**src/hdl/assert_macros.svh**
```systemverilog
// Assertion macros for the echo pulse range meter.
// Needs a clock named clk and an active-low reset named rst_n in scope.
`ifndef ASSERT_MACROS_SVH
`define ASSERT_MACROS_SVH

// Plain property, sampled on clk, off during reset.
`define ASSERT_PROP(label, prop) \
  label: assert property (@(posedge clk) disable iff (!rst_n) (prop)) \
    else $error("assertion failed");

// Same-cycle implication.
`define ASSERT_IMPL(label, ante, cons) \
  `ASSERT_PROP(label, (ante) |-> (cons))

`endif

```
**src/hdl/eprm_pkg.sv**
```systemverilog
// Shared types, constants and codes for the echo pulse range meter.
// No dependencies.
package eprm_pkg;

  localparam int COUNTER_BITS = 16;
  localparam int STAMP_IN_W   = 16;
  localparam int SCALE_W      = 10;
  localparam int DIST_W       = 24;
  localparam int TMO_W        = 8;
  localparam int PROD_W       = COUNTER_BITS + SCALE_W;
  localparam int CMP_W        = (PROD_W > DIST_W) ? PROD_W : DIST_W;

  typedef logic [COUNTER_BITS-1:0] stamp_t;
  typedef logic [SCALE_W-1:0]      scale_t;
  typedef logic [DIST_W-1:0]       dist_t;
  typedef logic [TMO_W-1:0]        tmo_t;

  localparam logic OP_TICK = 1'b0;
  localparam logic OP_EDGE = 1'b1;

  localparam logic KIND_MEASURE = 1'b0;
  localparam logic KIND_TIMEOUT = 1'b1;

  localparam logic [1:0] REG_SCALE   = 2'd0;
  localparam logic [1:0] REG_MIN     = 2'd1;
  localparam logic [1:0] REG_MAX     = 2'd2;
  localparam logic [1:0] REG_TIMEOUT = 2'd3;

  localparam scale_t RST_SCALE   = scale_t'(136);
  localparam dist_t  RST_MIN     = dist_t'(7000);
  localparam dist_t  RST_MAX     = dist_t'(300000);
  localparam tmo_t   RST_TIMEOUT = tmo_t'(20);

endpackage

```
**src/hdl/echo_pulse_range_meter_core.sv**
```systemverilog
// Echo pulse range meter top level: config registers, echo state, beat pipeline.
// Depends on eprm_pkg, eprm_measure and assert_macros.svh.
//
// One beat is taken every cycle unless in_stall holds it off. A beat lands in an
// input register; when it advances, the echo state is updated and any report
// goes to the output register, so a report is offered on the output once its
// tick leaves the input register. Capture edges give no report; a tick gives at
// most one. The single width multiply and range compare sit between the echo
// state registers and the output register. While a report waits on out_stall,
// the input register still holds one more beat.
module echo_pulse_range_meter_core (
  input  logic                              clk,
  input  logic                              rst_n,
  input  logic                              in_valid,
  output logic                              in_stall,
  input  logic                              in_opcode,
  input  logic [eprm_pkg::STAMP_IN_W-1:0]   in_capture_stamp,
  output logic                              out_valid,
  input  logic                              out_stall,
  output logic                              out_report_kind,
  output logic [23:0]                       out_distance,
  output logic                              out_in_range,
  input  logic                              psel,
  input  logic                              penable,
  input  logic                              pwrite,
  input  logic [3:0]                        paddr,
  input  logic [31:0]                       pwdata,
  output logic [31:0]                       prdata,
  output logic                              pready
);

  `include "assert_macros.svh"

  eprm_pkg::scale_t scale_r;
  eprm_pkg::dist_t  min_r;
  eprm_pkg::dist_t  max_r;
  eprm_pkg::tmo_t   timeout_r;

  logic             in_valid_r;
  logic             in_opcode_r;
  eprm_pkg::stamp_t in_stamp_r;

  logic             expect_rising_r, expect_rising_nxt;
  eprm_pkg::stamp_t start_stamp_r, start_stamp_nxt;
  eprm_pkg::stamp_t end_stamp_r, end_stamp_nxt;
  logic             echo_done_r, echo_done_nxt;
  eprm_pkg::tmo_t   miss_count_r, miss_count_nxt;

  logic             out_valid_r;
  logic             out_kind_r;
  eprm_pkg::dist_t  out_distance_r;
  logic             out_in_range_r;

  logic             in_accept;
  logic             advance;
  logic             produce;
  logic             timed_out;
  logic [eprm_pkg::TMO_W:0] next_miss;
  eprm_pkg::dist_t  meas_dist;
  logic             meas_ok;
  logic             cfg_wr;

  // configuration port
  assign pready = 1'b1;
  assign cfg_wr = psel & penable & pwrite & pready;

  always_ff @(posedge clk) begin
    if (!rst_n) begin
      scale_r   <= eprm_pkg::RST_SCALE;
      min_r     <= eprm_pkg::RST_MIN;
      max_r     <= eprm_pkg::RST_MAX;
      timeout_r <= eprm_pkg::RST_TIMEOUT;
    end else if (cfg_wr) begin
      unique case (paddr[3:2])
        eprm_pkg::REG_SCALE:   scale_r   <= pwdata[eprm_pkg::SCALE_W-1:0];
        eprm_pkg::REG_MIN:     min_r     <= pwdata[eprm_pkg::DIST_W-1:0];
        eprm_pkg::REG_MAX:     max_r     <= pwdata[eprm_pkg::DIST_W-1:0];
        eprm_pkg::REG_TIMEOUT: timeout_r <= pwdata[eprm_pkg::TMO_W-1:0];
        default: ;
      endcase
    end
  end

  always_comb begin
    unique case (paddr[3:2])
      eprm_pkg::REG_SCALE:   prdata = 32'(scale_r);
      eprm_pkg::REG_MIN:     prdata = 32'(min_r);
      eprm_pkg::REG_MAX:     prdata = 32'(max_r);
      eprm_pkg::REG_TIMEOUT: prdata = 32'(timeout_r);
      default:               prdata = '0;
    endcase
  end

  // beat pipeline
  assign advance   = ~produce | ~out_valid_r | ~out_stall;
  assign in_stall  = in_valid_r & ~advance;
  assign in_accept = in_valid & ~in_stall;

  always_ff @(posedge clk) begin
    if (!rst_n) begin
      in_valid_r <= 1'b0;
    end else if (in_accept) begin
      in_valid_r <= 1'b1;
    end else if (advance) begin
      in_valid_r <= 1'b0;
    end
  end

  always_ff @(posedge clk) begin
    if (in_accept) begin
      in_opcode_r <= in_opcode;
      in_stamp_r  <= eprm_pkg::stamp_t'(in_capture_stamp);
    end
  end

  eprm_measure u_measure (
    .start_stamp (start_stamp_r),
    .end_stamp   (end_stamp_r),
    .scale       (scale_r),
    .min_dist    (min_r),
    .max_dist    (max_r),
    .distance    (meas_dist),
    .in_range    (meas_ok)
  );

  assign next_miss = {1'b0, miss_count_r} + 1'b1;
  assign timed_out = next_miss > {1'b0, timeout_r};
  assign produce   = in_valid_r & (in_opcode_r == eprm_pkg::OP_TICK)
                   & (echo_done_r | timed_out);

  always_comb begin
    expect_rising_nxt = expect_rising_r;
    start_stamp_nxt   = start_stamp_r;
    end_stamp_nxt     = end_stamp_r;
    echo_done_nxt     = echo_done_r;
    miss_count_nxt    = miss_count_r;
    if (in_opcode_r == eprm_pkg::OP_EDGE) begin
      if (expect_rising_r) begin
        start_stamp_nxt   = in_stamp_r;
        expect_rising_nxt = 1'b0;
      end else begin
        end_stamp_nxt     = in_stamp_r;
        echo_done_nxt     = 1'b1;
        expect_rising_nxt = 1'b1;
        miss_count_nxt    = '0;
      end
    end else begin
      if (echo_done_r) begin
        echo_done_nxt     = 1'b0;
        expect_rising_nxt = 1'b1;
      end
      if (timed_out) begin
        echo_done_nxt     = 1'b0;
        expect_rising_nxt = 1'b1;
        miss_count_nxt    = '0;
      end else begin
        miss_count_nxt    = next_miss[eprm_pkg::TMO_W-1:0];
      end
    end
  end

  always_ff @(posedge clk) begin
    if (!rst_n) begin
      expect_rising_r <= 1'b1;
      start_stamp_r   <= '0;
      end_stamp_r     <= '0;
      echo_done_r     <= 1'b0;
      miss_count_r    <= '0;
    end else if (in_valid_r && advance) begin
      expect_rising_r <= expect_rising_nxt;
      start_stamp_r   <= start_stamp_nxt;
      end_stamp_r     <= end_stamp_nxt;
      echo_done_r     <= echo_done_nxt;
      miss_count_r    <= miss_count_nxt;
    end
  end

  // result register
  always_ff @(posedge clk) begin
    if (!rst_n) begin
      out_valid_r <= 1'b0;
    end else if (produce && advance) begin
      out_valid_r <= 1'b1;
    end else if (!out_stall) begin
      out_valid_r <= 1'b0;
    end
  end

  always_ff @(posedge clk) begin
    if (produce && advance) begin
      if (echo_done_r) begin
        out_kind_r     <= eprm_pkg::KIND_MEASURE;
        out_distance_r <= meas_dist;
        out_in_range_r <= meas_ok;
      end else begin
        out_kind_r     <= eprm_pkg::KIND_TIMEOUT;
        out_distance_r <= '0;
        out_in_range_r <= 1'b0;
      end
    end
  end

  assign out_valid       = out_valid_r;
  assign out_report_kind = out_kind_r;
  assign out_distance    = out_distance_r;
  assign out_in_range    = out_in_range_r;

  // checks
  `ASSERT_IMPL(a_timeout_empty,
    out_valid_r && (out_kind_r == eprm_pkg::KIND_TIMEOUT),
    (out_distance_r == '0) && !out_in_range_r)
  `ASSERT_IMPL(a_range_held,
    out_valid_r && out_in_range_r,
    (out_distance_r >= min_r) && (out_distance_r <= max_r))
  `ASSERT_IMPL(a_invalid_zero, out_valid_r && !out_in_range_r, out_distance_r == '0)
  `ASSERT_IMPL(a_echo_end, $rose(echo_done_r), expect_rising_r && (miss_count_r == '0))

endmodule

```
**src/hdl/eprm_measure.sv**
```systemverilog
// Pulse width to distance conversion with range check.
// Depends on eprm_pkg.
module eprm_measure (
  input  eprm_pkg::stamp_t start_stamp,
  input  eprm_pkg::stamp_t end_stamp,
  input  eprm_pkg::scale_t scale,
  input  eprm_pkg::dist_t  min_dist,
  input  eprm_pkg::dist_t  max_dist,
  output eprm_pkg::dist_t  distance,
  output logic             in_range
);

  eprm_pkg::stamp_t                  width;
  logic [eprm_pkg::PROD_W-1:0]       prod;
  logic [eprm_pkg::CMP_W-1:0]        prod_x;
  logic [eprm_pkg::CMP_W-1:0]        min_x;
  logic [eprm_pkg::CMP_W-1:0]        max_x;

  // width wraps modulo the counter size
  assign width  = end_stamp - start_stamp;
  assign prod   = eprm_pkg::PROD_W'(width) * eprm_pkg::PROD_W'(scale);
  assign prod_x = eprm_pkg::CMP_W'(prod);
  assign min_x  = eprm_pkg::CMP_W'(min_dist);
  assign max_x  = eprm_pkg::CMP_W'(max_dist);

  assign in_range = (prod_x >= min_x) && (prod_x <= max_x);
  assign distance = in_range ? prod_x[eprm_pkg::DIST_W-1:0] : '0;

endmodule
```
**config.mk**
```make
export PLATFORM = sky130hd
export DESIGN_NAME = echo_pulse_range_meter_core
export DESIGN_NICKNAME = d
export VERILOG_FILES = /design/src/hdl/eprm_pkg.sv /design/src/hdl/echo_pulse_range_meter_core.sv /design/src/hdl/eprm_measure.sv
export VERILOG_INCLUDE_DIRS = /design/src /design/src/hdl
export SDC_FILE = /design/constraint.sdc
export NUM_CORES = 1
export LEC_CHECK = 0
export BUFFER_PORTS_ARGS = -buffer_cell sky130_fd_sc_hd__buf_4
export CAP_MARGIN = 20
export CORE_MARGIN = 1
export CORE_UTILIZATION = 30
export DETAILED_ROUTE_END_ITERATION = 16
export HOLD_SLACK_MARGIN = 0.1
export PLACE_DENSITY_LB_ADDON = 0.05
export SLEW_MARGIN = 15
export SYNTH_ARGS = -nofsm -noshare
export SYNTH_HDL_FRONTEND = slang
export SYNTH_SLANG_ARGS = --single-unit
export TNS_END_PERCENT = 100
```
**constraint.sdc**
```tcl
create_clock -name clk -period 26 [get_ports clk]
set_input_delay 1.3 -clock clk [delete_from_list [all_inputs] [get_ports clk]]
set_output_delay 1.3 -clock clk [all_outputs]
set_load 0.005 [all_outputs]
```
==> flow_metrics.tcl <==
set metrics [dict create \
    setup-violations-final 0 \
    final.setup.tns_ns 0 \
    final_nets 1904 \
    cts_resized 0 \
    drtIter0Drc 480 \
    synth_seq_area_share_pct 26.0 \
    status "finished clean" \
    drive_gt1_share_pct 12.0 \
    fin_cells 2207 \
    clkTransAtPathRegs_ns 0.07 \
    port_buffers 101 \
    die_w_um 214 \
    peakVddDrop_mv 0.0522 \
    critPathSlowestCell "a221oi_2" \
    synth_seq_cells 153 \
    max_freq_mhz 96.3 \
    critPathLaunchType "flip-flop" \
    hold_viol_final 0 \
    core_region_area_um2 44200 \
    antenna_found_initial 0 \
    rsz0062_at_grt "no" \
    maxCapViolCount 0 \
    syn_area_um2 13500 \
    fin_worst_skew_ns 0.0190 \
    use_met2_pct 29.7 \
    grt_pass1_wl_um 64100 \
    grt.busiest_layer "met2" \
    met3_usage_pct 2.23 \
    via_per_inst 4.87 \
    place_hpwl_um 31300 \
    placementRows 77 \
    dp.cells 2172 \
    power.leakage_nw 6.87 \
    final_cell_mix "260 x nand2_1, 189 x inv_1, 133 x ha_1" \
    synth-edff-count 43 \
    antenna_left 0 \
    grt_overflow 0 \
    ctsHoldBuffers 0 \
    critPathMostFrequentCell "fa_1" \
    hp-class "flip-flop to flip-flop" \
    syn_avg_cell_area_um2 8.83 \
    synth-async-reset-ratio_pct 0 \
    vias 10700 \
    grt_max_degree 70 \
    cts_buffers 17 \
    path_class "flip-flop to flip-flop" \
    tritoncts "yes" \
    synthFlopType "dfxtp_1" \
    num_io_pins 121 \
    htreeDepth 4 \
    cts_num_sinks 153 \
    netlist_instances 1524 \
    cp-endpoint "out_distance[23]" \
    initial_core_util_pct 30.4 \
    cp.required_ns 26.30 \
    grt_usage_pct 18.8 \
    cts_max_path_buffers 2 \
    ys_types 63 \
    timing.rr.start "end_stamp_r[0]" \
    mostFrequentLayoutCell "nand2_1" \
    slew_headroom_pct 25.2 \
    r2r_setup_slack_ns 15.61 \
    area_growth_pct 14.9 \
    power_density_nw_per_um2 62.2 \
    timing.final.crit_share_pct 40.0 \
    critical_path.startpoint "end_stamp_r[0]" \
    end_kind "flip-flop" \
    grtUsageMet1_pct 27.3 \
    die_y_um 214 \
    grt_pass1_vias 11100 \
    firstDrtPassIters 5 \
    reg2regPathDepth 35 \
    yosys_warnings 0 \
    clk-insertion-delay-late_ns 0.46 \
    routabilityCongestion 0.857 \
    path_max_fanout 16 \
    maxSlewViolCount 0 \
    final_util_pct 34.9 \
    cts_setup_buffers 0 \
    cp.arrival_ns 10.68 \
    clockRootBuffer "clkbuf_16" \
    wl_um 41000 \
    r2r-end "out_distance[23]" \
    period_minus_slack_ns 10.39 \
    cp_slowest_stage_delay_ns 0.95 \
    drcViolationCount 0 \
    wl_per_cell_um 18.6 \
    worstMarginPinSlew_ns 1.12 \
    die_area_um2 45700 \
]
==> critical path: cells and delay by family (launching register included) <==
kind,cells,cell delay (ns)
AOI/OAI and AO/OA,10,2.54
and+or+nand+nor,10,1.77
xor gates and xnor gates,2,1.45
buffers and inverters,4,0.22
DFF,1,0.33
adders and majority gates,9,3.88
==> where the power goes <==
| group | leakage [nW] | total, mW | internal (mW) | switching [mW] |
|---|---|---|---|---|
| registers | 1.34 | 0.253 | 0.249 | 0.00409 |
| logic | 5.24 | 0.452 | 0.174 | 0.278 |
| clock network | 0.297 | 0.257 | 0.138 | 0.119 |
==> final cells by class <==
cell class,instances,area [um2]
Antenna cell,2,5.00
Timing Repair Buffer,124,931
Tap cell,592,741
Inverter,190,713
Fill cell,4643,28800
Sequential cell,153,3490
Clock buffer,17,425
Multi-Input combinational cell,1114,8970
Clock inverter,15,170
==> Yosys cell counts, types with 18 or more instances <==
library cell / number / area (um2)
nand2b_1: 26 / 163
dfxtp_1: 110 / 2200
fa_1: 111 / 2220
nand2_1: 260 / 976
inv_1: 189 / 709
nor2_1: 41 / 154
ha_1: 133 / 1660
a21oi_1: 123 / 616
o211ai_1: 26 / 195
clkbuf_1: 57 / 214
and2_1: 66 / 413
o21ai_0: 30 / 150
edfxtp_1: 43 / 1290
a22o_1: 18 / 158
nor2b_1: 39 / 244
xnor2_1: 19 / 166
==> metrics by stage <==
stage	area (um2)	hold slack (ns)	power, mW	worst slack, ns
finish	15500	0.457	0.962	15.61
global route	15400	0.474	1.04	14.77
CTS	15400	0.458	0.975	15.52
detailed placement	14800	0.448	0.710	15.54
global placement	14800	0.446	0.709	15.57
floorplan	13500	0.436	0.564	17.39
==> routing by layer <==
layer  routed length [um]  vias up
li1                     -     5229
met1                20800     5366
met2                18900      129
met3                  979       18
met4                  380        0
met5                    0        -
==> state kept, by name (all words and copies together) (netlist names), 8 cells and up <==
| signal | flops |
|---|---|
| max_r | 24 |
| min_r | 24 |
| miss_count_r | 8 |
| in_stamp_r | 16 |
| timeout_r | 8 |
| out_distance | 24 |
| scale_r | 10 |
| end_stamp_r | 16 |
| start_stamp_r | 16 |
==> worst min-delay path by stage <==
stage	endpoint	start	cells past startpoint	slack [ns]
after global placement	start_stamp_r[14]	start_stamp_r[14]	2	0.45
final	start_stamp_r[3]	start_stamp_r[3]	2	0.46
after detailed placement	end_stamp_r[0]	end_stamp_r[0]	2	0.45
after global routing	start_stamp_r[13]	start_stamp_r[13]	2	0.47
after CTS	end_stamp_r[0]	end_stamp_r[0]	2	0.46
after floorplan	end_stamp_r[0]	end_stamp_r[0]	2	0.44
==> kinds of logic after synthesis <==
logic type	count (synthesis)	share of synthesized area (%)
other cells	2	0.0558
compound gates	280	13.6
simple gates	521	18.8
buf+inv	264	7.70
flops	153	26.0
xor+xnor	33	2.15
mux	27	2.81
fa+ha+maj	244	28.9
(Power assumes the default switching activity.)
